### src/rtl/cdq_pkg.sv
// cdq_pkg: action and status codes and field widths of the circular deque
// no dependencies
package cdq_pkg;

  localparam int ACTION_BITS = 2;
  localparam int VALUE_BITS  = 32;
  localparam int OCC_BITS    = 5;
  localparam int STATUS_BITS = 2;
  localparam int IN_TDATA_BITS  = 40;
  localparam int OUT_TDATA_BITS = 40;

  typedef enum logic [ACTION_BITS-1:0] {
    ACT_PUSH_REAR  = 2'd0,
    ACT_PUSH_FRONT = 2'd1,
    ACT_POP_FRONT  = 2'd2,
    ACT_POP_REAR   = 2'd3
  } action_t;

  typedef enum logic [STATUS_BITS-1:0] {
    ST_OK        = 2'd0,
    ST_OVERFLOW  = 2'd1,
    ST_UNDERFLOW = 2'd2
  } status_t;

endpackage

### src/rtl/cdq_ram.sv
// cdq_ram: ring store of the circular deque, one write and one registered read port
// no dependencies
module cdq_ram #(
  parameter int DEPTH     = 16,
  parameter int WORD_BITS = 32
) (
  input  logic                     clk,
  input  logic                     we,
  input  logic [$clog2(DEPTH)-1:0] waddr,
  input  logic [WORD_BITS-1:0]     wdata,
  input  logic                     re,
  input  logic [$clog2(DEPTH)-1:0] raddr,
  output logic [WORD_BITS-1:0]     rdata
);

  logic [WORD_BITS-1:0] mem [DEPTH];

  always_ff @(posedge clk) begin
    if (we) begin
      mem[waddr] <= wdata;
    end
  end

  always_ff @(posedge clk) begin
    if (re) begin
      rdata <= mem[raddr];
    end
  end

endmodule

### src/rtl/circular_deque.sv
// circular_deque: double-ended queue in a ring memory, pointer control and result register
// depends on cdq_pkg and cdq_ram
//
// The deque holds up to DEPTH words of WORD_BITS bits in a ring memory with a front
// index, a rear index and a word count. Each input transaction (in_tuser selects push
// rear, push front, pop front or pop rear) gives one result transaction carrying the
// status (ok, overflow on a full push, underflow on an empty pop), the popped word
// (zero unless a pop succeeded) and the occupancy after the action. A push or a
// refused pop is registered directly; a successful pop passes through S_POP for the
// registered ring read. Input is taken in the same cycle the previous result is
// delivered, but a result that waits on out_tready holds up the next input. The ring
// needs no clearing after reset: an entry is only read after a push wrote it.
module circular_deque #(
  parameter int DEPTH     = 16,
  parameter int WORD_BITS = 32
) (
  input  logic                                clk,
  input  logic                                rst_n,
  input  logic                                in_tvalid,
  output logic                                in_tready,
  input  logic [cdq_pkg::IN_TDATA_BITS-1:0]   in_tdata,   // [31:0] data_value, rest zero
  input  logic [cdq_pkg::ACTION_BITS-1:0]     in_tuser,   // [1:0] action
  output logic                                out_tvalid,
  input  logic                                out_tready,
  output logic [cdq_pkg::OUT_TDATA_BITS-1:0]  out_tdata,  // [31:0] popped_value,
                                                          // [36:32] occupancy, rest zero
  output logic [cdq_pkg::STATUS_BITS-1:0]     out_tuser   // [1:0] status
);

  import cdq_pkg::*;

  localparam int AW = $clog2(DEPTH);
  localparam int CW = $clog2(DEPTH + 1);

  typedef enum logic {S_IDLE, S_POP} state_t;

  state_t                state_r;
  logic [AW-1:0]         head_r, head_nxt;
  logic [AW-1:0]         tail_r, tail_nxt;
  logic [CW-1:0]         cnt_r, cnt_nxt;
  logic                  out_valid_r;
  logic [STATUS_BITS-1:0] out_status_r, status_nxt;
  logic [VALUE_BITS-1:0] out_value_r;
  logic [OCC_BITS-1:0]   out_occ_r;

  logic                  accept;
  logic                  is_empty;
  logic                  is_full;
  logic                  pop_ok;
  logic                  mem_we;
  logic [AW-1:0]         mem_waddr;
  logic [WORD_BITS-1:0]  mem_wdata;
  logic [AW-1:0]         mem_raddr;
  logic [WORD_BITS-1:0]  mem_rdata;
  logic [63:0]           push_ext;
  logic [63:0]           pop_ext;
  logic [31:0]           occ_ext;
  action_t               act;

  function automatic logic [AW-1:0] idx_next(input logic [AW-1:0] i);
    return (i == AW'(DEPTH - 1)) ? '0 : i + 1'b1;
  endfunction

  function automatic logic [AW-1:0] idx_prev(input logic [AW-1:0] i);
    return (i == '0) ? AW'(DEPTH - 1) : i - 1'b1;
  endfunction

  assign act       = action_t'(in_tuser);
  assign in_tready = (state_r == S_IDLE) && (!out_valid_r || out_tready);
  assign accept    = in_tvalid && in_tready;
  assign is_empty  = (cnt_r == '0);
  assign is_full   = (cnt_r == CW'(DEPTH));

  assign push_ext  = {32'd0, in_tdata[VALUE_BITS-1:0]};
  assign mem_wdata = push_ext[WORD_BITS-1:0];
  assign pop_ext   = 64'(mem_rdata);
  assign occ_ext   = 32'(cnt_nxt);

  always_comb begin
    head_nxt   = head_r;
    tail_nxt   = tail_r;
    cnt_nxt    = cnt_r;
    status_nxt = ST_OK;
    pop_ok     = 1'b0;
    mem_we     = 1'b0;
    mem_waddr  = '0;
    mem_raddr  = head_r;
    unique case (act)
      ACT_PUSH_REAR, ACT_PUSH_FRONT: begin
        if (is_full) begin
          status_nxt = ST_OVERFLOW;
        end else begin
          mem_we  = accept;
          cnt_nxt = cnt_r + 1'b1;
          if (is_empty) begin
            head_nxt  = '0;
            tail_nxt  = '0;
            mem_waddr = '0;
          end else if (act == ACT_PUSH_REAR) begin
            tail_nxt  = idx_next(tail_r);
            mem_waddr = idx_next(tail_r);
          end else begin
            head_nxt  = idx_prev(head_r);
            mem_waddr = idx_prev(head_r);
          end
        end
      end
      default: begin
        if (is_empty) begin
          status_nxt = ST_UNDERFLOW;
        end else begin
          pop_ok  = 1'b1;
          cnt_nxt = cnt_r - 1'b1;
          if (act == ACT_POP_REAR) begin
            mem_raddr = tail_r;
          end
          // last word out returns both indices to the start of the ring
          if (cnt_r == CW'(1)) begin
            head_nxt = '0;
            tail_nxt = '0;
          end else if (act == ACT_POP_FRONT) begin
            head_nxt = idx_next(head_r);
          end else begin
            tail_nxt = idx_prev(tail_r);
          end
        end
      end
    endcase
  end

  cdq_ram #(
    .DEPTH     (DEPTH),
    .WORD_BITS (WORD_BITS)
  ) u_ram (
    .clk   (clk),
    .we    (mem_we),
    .waddr (mem_waddr),
    .wdata (mem_wdata),
    .re    (accept && pop_ok),
    .raddr (mem_raddr),
    .rdata (mem_rdata)
  );

  always_ff @(posedge clk) begin
    if (!rst_n) begin
      state_r     <= S_IDLE;
      head_r      <= '0;
      tail_r      <= '0;
      cnt_r       <= '0;
      out_valid_r <= 1'b0;
    end else begin
      unique case (state_r)
        S_IDLE: begin
          if (out_valid_r && out_tready) begin
            out_valid_r <= 1'b0;
          end
          if (accept) begin
            head_r       <= head_nxt;
            tail_r       <= tail_nxt;
            cnt_r        <= cnt_nxt;
            out_status_r <= status_nxt;
            out_value_r  <= '0;
            out_occ_r    <= occ_ext[OCC_BITS-1:0];
            // a successful pop waits in S_POP for the ring read data
            if (pop_ok) begin
              state_r <= S_POP;
            end else begin
              out_valid_r <= 1'b1;
            end
          end
        end
        S_POP: begin
          out_value_r <= pop_ext[VALUE_BITS-1:0];
          out_valid_r <= 1'b1;
          state_r     <= S_IDLE;
        end
        default: begin
          state_r <= S_IDLE;
        end
      endcase
    end
  end

  assign out_tvalid = out_valid_r;
  assign out_tuser  = out_status_r;
  assign out_tdata  = {(OUT_TDATA_BITS - VALUE_BITS - OCC_BITS)'(0), out_occ_r, out_value_r};

endmodule

### config.mk
export PLATFORM = sky130hd
export DESIGN_NAME = circular_deque
export DESIGN_NICKNAME = d
export VERILOG_FILES = /design/src/rtl/cdq_pkg.sv /design/src/rtl/cdq_ram.sv /design/src/rtl/circular_deque.sv
export SDC_FILE = /design/constraint.sdc
export NUM_CORES = 1
export LEC_CHECK = 0
export CAP_MARGIN = 0
export CELL_PAD_IN_SITES_DETAIL_PLACEMENT = 0
export CELL_PAD_IN_SITES_GLOBAL_PLACEMENT = 2
export CORE_MARGIN = 8
export CORE_UTILIZATION = 43
export CTS_CLUSTER_SIZE = 28
export DETAILED_ROUTE_END_ITERATION = 16
export DONT_BUFFER_PORTS = 1
export PLACE_DENSITY_LB_ADDON = 0.15
export SLEW_MARGIN = 5
export SYNTH_ARGS = -nofsm -noshare
export SYNTH_HDL_FRONTEND = slang
export SYNTH_SLANG_ARGS = --single-unit
### constraint.sdc
create_clock -name clk -period 4.9 [get_ports clk]
set_input_delay 0.49 -clock clk [delete_from_list [all_inputs] [get_ports clk]]
set_output_delay 0.49 -clock clk [all_outputs]
set_load 0.005 [all_outputs]
* Word level (Yosys, flattened, before mapping)
Memories as Yosys holds them, arrays and structs flattened. A register that Yosys moved wholly into a read port is not among the register bits. Index checks and enable logic that the tools add are counted.
Operators by class: $add $sub $neg 6, equality and inequality tests 13, muxes and demuxes 46, bitwise operators 1, reduce and logical (&&, ||, !) cells 17
Operator list (number):
- 4-bit 2-to-1 mux | 25
- 32-bit case mux with 2 select lines | 1
- 32-bit 2-to-1 mux | 1
- 5-bit 2-to-1 mux | 3
- 1-bit 2-to-1 mux | 12
- 6-bit AND reduction | 2
- 4-bit by 1-bit adder with 4-bit output (second input constant) | 2
- 4-bit == test (second input constant) | 2
- 4-bit logical NOT | 2
- 4-bit by 1-bit subtractor with 4-bit output (second input constant) | 2
- 3-bit inequality test (second input constant) | 2
- 5-bit by 1-bit adder with 5-bit output (second input constant) | 1
- 5-bit by 1-bit == test with 1-bit output (second input constant) | 1
- 5-bit == test (second input constant) | 1
- 5-bit logical NOT | 1
- 5-bit by 1-bit subtractor with 5-bit output (second input constant) | 1
- 2-bit == test (second input constant) | 2
- 1-bit logical AND | 4
- 2-bit 2-to-1 mux | 2
- 2-bit inequality test (second input constant) | 2
- 1-bit case mux with 2 select lines | 2
- 2-bit AND reduction | 2
- 3-bit by 2-bit inequality test with 1-bit output (second input constant) | 1
- 3-bit AND reduction | 1
- other kinds (8) | 8
Storage, ports and cells: flip-flop bits (word level) 54, RAM bits 512, bits of input ports 46, output and inout bits 44, logic and storage cells 92, memories 1
Memories:
- u_ram.mem | words 16, width 32, read ports 1, clocked after Yosys merged registers in 1, wr ports 1, RTL line cdq_ram.sv:16 | logic [WORD_BITS-1:0] mem [DEPTH];

* Longest topological paths before layout
Gate-level depths: netlist of the first run.
depth in word-level cells 8, mapped depth 11

* Cells and area by module
Synthesis of the first run repeated with hierarchy kept, for this count alone.
Unflattened totals: cell total of the unflattened synthesis 1113, area, all modules 23084.6 um2
Modules (own cells, without submodules):
- cdq_ram | times used 1, cells each 838, area each 20155.6 um2, seq. area each 16335.7 um2
- circular_deque | times used 1, cells each 275, area each 2929.1 um2, seq. area each 1471.4 um2

* Least setup slack after synthesis of the first run
Ideal clock, no wire load.
path type register to register, start reg cnt_r[0], end mem u_ram.mem[1][0] (enable), data arrival time 3.552 ns, data required time 4.479 ns, setup slack 0.927 ns, cell stages (with the launch flop) 11, buffers on the path 4, clock period less this slack 3.973 ns, path through dfxtp_1 -> inv_1 -> ha_1 -> or4b_1 -> buf_2 -> buf_6 -> buf_2 -> buf_1 -> a211oi_1 -> nand2_1 -> nor2_1
Between the ends: word-level cells in the longest chain between the ends 5, elaborated cells between the ends (all ways) 9, classes of those cells eq/ne (1); mux (7); reduce/logical (1)
RTL lines:
- start: declaration | RTL line circular_deque.sv:40 | logic [CW-1:0] cnt_r, cnt_nxt;
- start signal: assignment | RTL line circular_deque.sv:160 | cnt_r <= cnt_nxt;
- 5-bit == test | RTL line circular_deque.sv:72 | assign is_full = (cnt_r == CW'(DEPTH));
- 1-bit 2-to-1 mux | RTL line circular_deque.sv:90 | if (is_full) begin
- 1-bit 2-to-1 mux | RTL line circular_deque.sv:88 | unique case (act)
- 1-bit 2-to-1 mux | RTL line cdq_ram.sv:19 | if (we) begin
- 1-bit 2-to-1 mux (implied by the code) | RTL line cdq_ram.sv:20 | mem[waddr] <= wdata;
- end: declaration | RTL line cdq_ram.sv:16
Several ways; a longest one is shown, not always the timed one.

* Worst setup path after layout of the first run
start reg cnt_r[0], end reg u_ram.rdata[31], read port of u_ram.mem, data pin
Between the ends: word-level cells in the longest chain between the ends 4, elaborated cells between the ends (all ways) 6, classes of those cells mux (4); reduce/logical (2)
RTL lines:
- 5-bit logical NOT (*) | RTL line circular_deque.sv:71 | assign is_empty = (cnt_r == '0);
- 1-bit 2-to-1 mux | RTL line circular_deque.sv:109 | if (is_empty) begin
- 1-bit 2-to-1 mux | RTL line circular_deque.sv:88
- 1-bit logical AND | RTL line circular_deque.sv:139 | .re (accept && pop_ok),
- end: declaration | RTL line cdq_ram.sv:13 | output logic [WORD_BITS-1:0] rdata
Mark *: on every way between the ends. The rest lies on a longest branch, timed or not. A chain may end at the register's enable or synchronous reset.

==> out/results.ini, run 1 <==
[global_route]
grt_start_max_net_pins = 226
grt_pass1_vias = 23600
overflow = 0
grt_antenna_before_repair = 12
grt_pass1_wl_um = 159000
grt_usage_pct = 26.0

[clock_tree]
cts_tree = done
clock_sinks = 598
clk_pin_slew_ns = 0.06
cts_buffers = 70
clock-root-buffer = clkbuf_16
cts_buffer_depth = 3
cts_max_level = 3
clkLatencyLatePin_ns = 0.62

[power_and_ir_drop]
swShare_pct = 31.6
p_clk_share_pct = 36.1
p_comb_share_pct = 21.8
seq_power_share_pct = 42.1
p_leak_nw = 10.4
switchingPower_w = 0.00452
ir_drop_mv = 0.347
power_density_nw_per_um2 = 415
p_int_w = 0.00977

[timing]
fin_crit_ns = 4.15
rsz0062_at_grt = no
finalSetupViolations = 0
hold_viol = 0
skew_ns = 0.0249
setup-tns-final_ns = 0
fin_crit_sh_pct = 84.6
slew_headroom_pct = 18.9
drv_slew = 0
maxClockFrequency_ghz = 0.241
timing.final.ws_setup_ns = 0.753
tightest_slew_ns = 1.20

[finish]
fin_cells = 3740
final_layout_size_suffix_gt1_share_pct = 7.86
syn_to_final_growth_pct = 12.1
nNetsFinal = 2785

[floorplanning]
rows = 98
start_util_pct = 43.1
die_w_um = 283
ios = 90
design.die.area_um2 = 80200
core_area_um2 = 71100
chipHeight_um = 283

[route]
vias = 24900
wl_per_cell_um = 29.4
totalWireLength_um = 110000
drc = 0
dr.pass1.iters = 6
ant_nets = 0
first_iter_violations = 3170
avgViaCountPerCell = 6.66

[job]
drv_cap = 0

[logic_synthesis]
synth_top_cell_area_share_pct = 57.1
yosys-top-cells-count = edfxtp_1 (583), nand2_1 (527), a21oi_1 (276)
ys_ff_latch = 598
synth_warnings = 0
syn_area_per_cell_um2 = 10.8
synth_edf_count = 583
synth_flop_cell = edfxtp_1
syn_area_um2 = 30700
synthArstFlopShare_pct = 0
yosys.area.top_type = edfxtp_1
ys_top_cells_by_area = edfxtp_1 (57%), a311oi_1 (7.3%), a211oi_1 (6.5%), nand2_1 (6.4%), nand2b_1 (5.3%)
yosysMostFrequentCell = edfxtp_1
ys_seq_area_share_pct = 58.0
ys_types = 64
syn_inst = 2847

[worst_setup_path]
criticalPathCategory = reg -> reg
arrival_ns = 4.63
crit_path_end_kind = register
critPathMaxFanout = 194
critPathLaunchType = register
r2r_cells = 9
worst_ep_required_time_ns = 5.38

[placement]
dp_slack_ns = 0.793
gp_congestion = 0.783
io_buffers = 0
dp_cells = 3575
place_hpwl_um = 53900

[hold_path]
hold_path.class = in -> reg
holdPathStages = 2

[outcome]
status = completed

==> cells in the final DEF, fill, tap and decap left out, types with 4 or more instances in the layout <==
cell type      synthesis  layout
nand2_1              527     525
buf_12                 0      23
a21oi_1              276     274
dfxtp_1               15      11
clkbuf_1             247      16
nor2b_1                6       6
nor3_1                 5       5
a311oi_1             256     256
clkbuf_16              0      75
nor2_4                 0      17
clkinv_2               0       5
and2_1                35      34
dlygate4sd3_1          0      34
nand2b_1             260     260
edfxtp_1             583     583
a31oi_2                3       7
o22ai_1              128     128
nor2_1                32      15
buf_4                  4      55
a31oi_4                3       5
clkinv_1               1      22
or4_1                 32      32
a211oi_1             265     265
ha_1                   8       8
inv_1                 11      11
nand3_1                5       5
o21ai_0               11      11
o211a_1                5       5
dfxtp_4                0       4
nor4_1                12      12
diode_2                0       5
bufinv_16              0       5
==> repair_timing <==
action / 4_1_cts / 5_1_grt
resized for setup: 0 / 0
hold buffers: 33 / 1
hold endpoints to repair: 514 / 1
buffers inserted: 0 / 0
==> power groups by stage <==
| stage | logic [W] | clock network [W] | registers, W |
|---|---|---|---|
| final | 0.00312 | 0.00515 | 0.00602 |
| after global routing | 0.00331 | 0.00543 | 0.00603 |
| after CTS | 0.00306 | 0.00524 | 0.00602 |
| after detailed placement | 0.00298 | 0 | 0.00612 |
| after global placement | 0.00293 | 0 | 0.00612 |
| after floorplan | 0.00207 | 0 | 0.00598 |
==> metal layers <==
metal / track usage [%] / up-vias / part of all wire (%) / wire (µm)
li1: - / 10800 / - / -
met1: 35.7 / 12600 / 42 / 45700
met2: 41.2 / 1289 / 46 / 50900
met3: 5.04 / 219 / 8.9 / 9760
met4: 8.94 / 2 / 3.2 / 3510
met5: 0 / - / 0.011 / 12
==> worst max-delay path, stage by stage (launching register included) <==
cell,delay [ns]
dfxtp_1,0.37
inv_1,0.19
ha_1,0.26
or4b_4,0.54
nand2_4,0.09
buf_12,0.81
buf_4,0.92
a311oi_1,0.20
o22ai_1,0.32
or4_1,0.18
==> area by class of cell <==
cell class	count	area [µm²]
multi-input cells	1936	11900
well taps	950	1190
flip-flops and latches	598	17800
clock inverters	35	298
fillers	6295	36700
diodes	5	12.5
repair buffers	112	1210
inverters	13	53.8
clock buffers	91	1940
==> registers in the layout, indices dropped and copies added, names as in the netlist, 2 cells and up <==
| signal | count |
|---|---|
| out_occ_r | 5 |
| tail_r | 4 |
| out_value_r | 32 |
| out_tuser | 2 |
| head_r | 4 |
| u_ram.mem | 512 |
| cnt_r | 5 |
| u_ram.rdata | 32 |
==> kinds of logic after synthesis <==
group / after synthesis / share of synthesized area [%]
compound gates: 985 / 22.6
xor+xnor: 5 / 0.143
fa+ha+maj: 8 / 0.326
buf+inv: 315 / 4.15
flops: 598 / 58.0
mux: 4 / 0.139
other cells: 1 / 0.0122
simple gates: 931 / 14.6
==> final timing paths <==
kind	startpoint	to	slack (ns)
worst min-delay path	in_tvalid	out_tvalid$_SDFF_PN0_	0.03
worst max register to register	cnt_r[0]$_SDFFE_PN0P_	u_ram.rdata[31]$_DFFE_PP_	0.75
worst max-delay path	cnt_r[0]$_SDFFE_PN0P_	u_ram.rdata[31]$_DFFE_PP_	0.75
worst min register to register	u_ram.rdata[28]$_DFFE_PP_	out_value_r[28]$_SDFFCE_PN0P_	0.54
==> through the flow <==
| step | util [%] | hold slack, ns | power, W | instance area (µm²) |
|---|---|---|---|---|
| floorplan | - | 0.503 | 0.00805 | 30700 |
| global placement | 44.7 | 0.510 | 0.00905 | 31800 |
| detailed placement | 44.7 | 0.520 | 0.00910 | 31800 |
| CTS | 48.3 | 0.000733 | 0.0143 | 34400 |
| global route | 48.4 | 0.00157 | 0.0148 | 34400 |
| finish | 48.4 | 0.0317 | 0.0143 | 34400 |
(Power assumes the default switching activity.)
==> run 2: changes to the inputs <==
==> constraint.sdc (replaced) <==
create_clock -name clk -period 4.3 [get_ports clk]
set_input_delay 0.43 -clock clk [delete_from_list [all_inputs] [get_ports clk]]
set_output_delay 0.43 -clock clk [all_outputs]
set_load 0.005 [all_outputs]
==> out/results.ini, run 2 (synthesis results as in run 1) <==
[global_route]
grt_pass1_vias = 24200  ; was 23600
met1_usage_pct = 35.8  ; was 35.7%
gr-usage-met3_pct = 4.21  ; was 5.04%
grt_usage_pct = 26.0  ; about the same
overflow = 0  ; unchanged
grt_start_max_net_pins = 264  ; was 226
grt_antenna_before_repair = 10  ; was 12
grt.met2_usage_pct = 41.6  ; was 41.2%
grt-busiest-layer = met2  ; unchanged
grt_pass1_wl_um = 160000  ; was 159000 µm

[placement]
place_hpwl_um = 55800  ; was 53900 µm
io_buffers = 0  ; unchanged
gp_congestion = 0.795  ; was 0.783

[route]
first_iter_violations = 2731  ; was 3170
totalWireLength_um = 109000  ; was 110000 µm
wl_per_cell_um = 29.2  ; was 29.4 µm
vias = 24900  ; about the same
dr.pass1.iters = 5  ; was 6
avgViaCountPerCell = 6.64  ; was 6.66
drc = 0  ; unchanged
ant_nets = 0  ; unchanged

[power_and_ir_drop]
p_leak_nw = 10.5  ; was 10.4 nW
ir_drop_mv = 0.324  ; was 0.347 mV
power_density_nw_per_um2 = 476  ; was 415 nW/µm²

[clock_tree]
clock_sinks = 598  ; unchanged
clkLatencyLatePin_ns = 0.61  ; was 0.62 ns
cts_buffers = 73  ; was 70
clock-root-buffer = clkbuf_16  ; unchanged
cts_buffer_depth = 3  ; unchanged
cts_setup_buffers = 0  ; unchanged
clk_pin_slew_ns = 0.05  ; was 0.06 ns
cts_tree = done  ; unchanged
cts_max_level = 3  ; unchanged

[floorplanning]
chipHeight_um = 283  ; unchanged
rows = 98  ; unchanged
ios = 90  ; unchanged
design.die.area_um2 = 80200  ; unchanged
die_w_um = 283  ; unchanged
start_util_pct = 43.1  ; unchanged
core_area_um2 = 71100  ; unchanged

[finish]
layout_common_cells = edfxtp_1 (583), nand2_1 (525), a21oi_1 (274), a211oi_1 (265), nand2b_1 (260)  ; unchanged
final_layout_size_suffix_gt1_share_pct = 8.06  ; was 7.86%
syn_to_final_growth_pct = 12.5  ; was 12.1%
layout_commonest_cell = edfxtp_1  ; unchanged
nNetsFinal = 2793  ; was 2785
reg.largest.list = u_ram.mem x512, out_value_r x32, u_ram.rdata x32  ; unchanged
regMostFlops = u_ram.mem  ; unchanged
largest_reg_flops = 512  ; unchanged
nFillCells = 6311  ; was 6295

[timing]
setup-tns-final_ns = 0  ; unchanged
fin_crit_sh_pct = 86.7  ; was 84.6%
hold_viol = 0  ; unchanged
tightest_slew_ns = 1.40  ; was 1.20 ns
maxClockFrequency_ghz = 0.268  ; was 0.241 GHz
fin_crit_ns = 3.73  ; was 4.15 ns
whs_ns = 0.0821  ; was 0.0317 ns
rsz0062_at_grt = no  ; unchanged
slew_headroom_pct = 5.64  ; was 18.9%
drv_slew = 0  ; unchanged
skew_ns = 0.0173  ; was 0.0249 ns
finalSetupViolations = 0  ; unchanged

[hold_path]
holdPathStages = 2  ; unchanged
min_from = out_tready  ; was in_tvalid
hold_path.class = in -> reg  ; unchanged
hold_end = out_tvalid$_SDFF_PN0_  ; unchanged

[job]
drv_cap = 0  ; unchanged

[worst_setup_path]
worst_ep_required_time_ns = 4.63  ; was 5.38 ns
critPathMaxFanout = 42  ; was 194
rrSetupSlack_ns = 0.57  ; was 0.75 ns
critPathLaunchType = register  ; unchanged
crit_path_end_kind = register  ; unchanged
rr_startpoint = head_r[0]$_SDFFE_PN0P_  ; was cnt_r[0]$_SDFFE_PN0P_
r2r_end = u_ram.mem[1][7]$_DFFE_PP_  ; was u_ram.rdata[31]$_DFFE_PP_
criticalPathCategory = reg -> reg  ; unchanged
arrival_ns = 4.06  ; was 4.63 ns
r2r_cells = 8  ; was 9

[outcome]
status = completed  ; unchanged

run 2: changes by cell type in the layout (fill, tap and decap cells not counted), sizes merged, moves of 2 or more:
| cell | delta |
|---|---|
| clkinv | -8 |
| buf | +5 |
| clkbuf | +5 |
| inv | +2 |
| bufinv | +2 |
run 2: layer usage:
metal  vias up  share of wire, %
li1      10800                 -
met1     12600                42
met2      1210                46
met3       235               8.1
met4         2               3.2
met5         -             0.012
run 2: layout make-up:
| cell class | count | area [µm²] | area share [%] |
|---|---|---|---|
| clock buffers | 96 | 1930 | 5.60 |
| multi-input cells | 1936 | 11900 | 34.4 |
| flip-flops and latches | 598 | 17800 | 51.6 |
| well taps | 950 | 1190 | 3.44 |
| repair buffers | 117 | 1310 | 3.81 |
| diodes | 4 | 10.0 | 0.0290 |
| inverters | 13 | 53.8 | 0.156 |
| clock inverters | 30 | 325 | 0.942 |
run 2: power breakdown:
part           switching (W)  internal (W)
sequential          0.000188       0.00664
combinational        0.00256       0.00108
clock                0.00241       0.00357
total                0.00515        0.0113
run 2: worst max-delay path, stage by stage, from the launching register on:
cell and delay, ns:
dfxtp_4 0.53, inv_4 0.17, ha_1 0.26, o21ba_2 0.20, o311a_1 0.31, a31o_2 0.23
o21ai_0 1.07, nor2_4 0.34, buf_12 0.32
run 2: how the worst max path moves through the flow:
| stage | start | end | slack (ns) |
|---|---|---|---|
| 6_report | head_r[0]$_SDFFE_PN0P_ | u_ram.mem[1][7]$_DFFE_PP_ | 0.57 |
| 5_1_grt | cnt_r[0]$_SDFFE_PN0P_ | u_ram.rdata[7]$_DFFE_PP_ | 0.45 |
| 4_1_cts | head_r[0]$_SDFFE_PN0P_ | u_ram.mem[1][19]$_DFFE_PP_ | 0.65 |
| 3_5_place_dp | head_r[0]$_SDFFE_PN0P_ | u_ram.mem[1][5]$_DFFE_PP_ | 0.66 |
| 3_3_place_gp | cnt_r[0]$_SDFFE_PN0P_ | u_ram.rdata[4]$_DFFE_PP_ | 0.73 |
| 2_1_floorplan | cnt_r[0]$_SDFFE_PN0P_ | u_ram.mem[1][0]$_DFFE_PP_ | 0.33 |
run 2: through the flow:
stage	utilization, %	total power, W	std cells	worst slack, ns	area, µm²
after global routing	48.5	0.0170	3744	0.448	34500
after global placement	44.9	0.0104	3580	0.726	31900
after CTS	48.5	0.0165	3740	0.649	34500
final	48.5	0.0164	3744	0.573	34500
after detailed placement	44.9	0.0104	3580	0.658	31900
after floorplan	-	0.00917	2849	0.327	30700
run 2: what timing repair did:
action                    CTS  global route
hold endpoints to repair  516             0
hold buffers               34             0
gates resized for setup     0             0
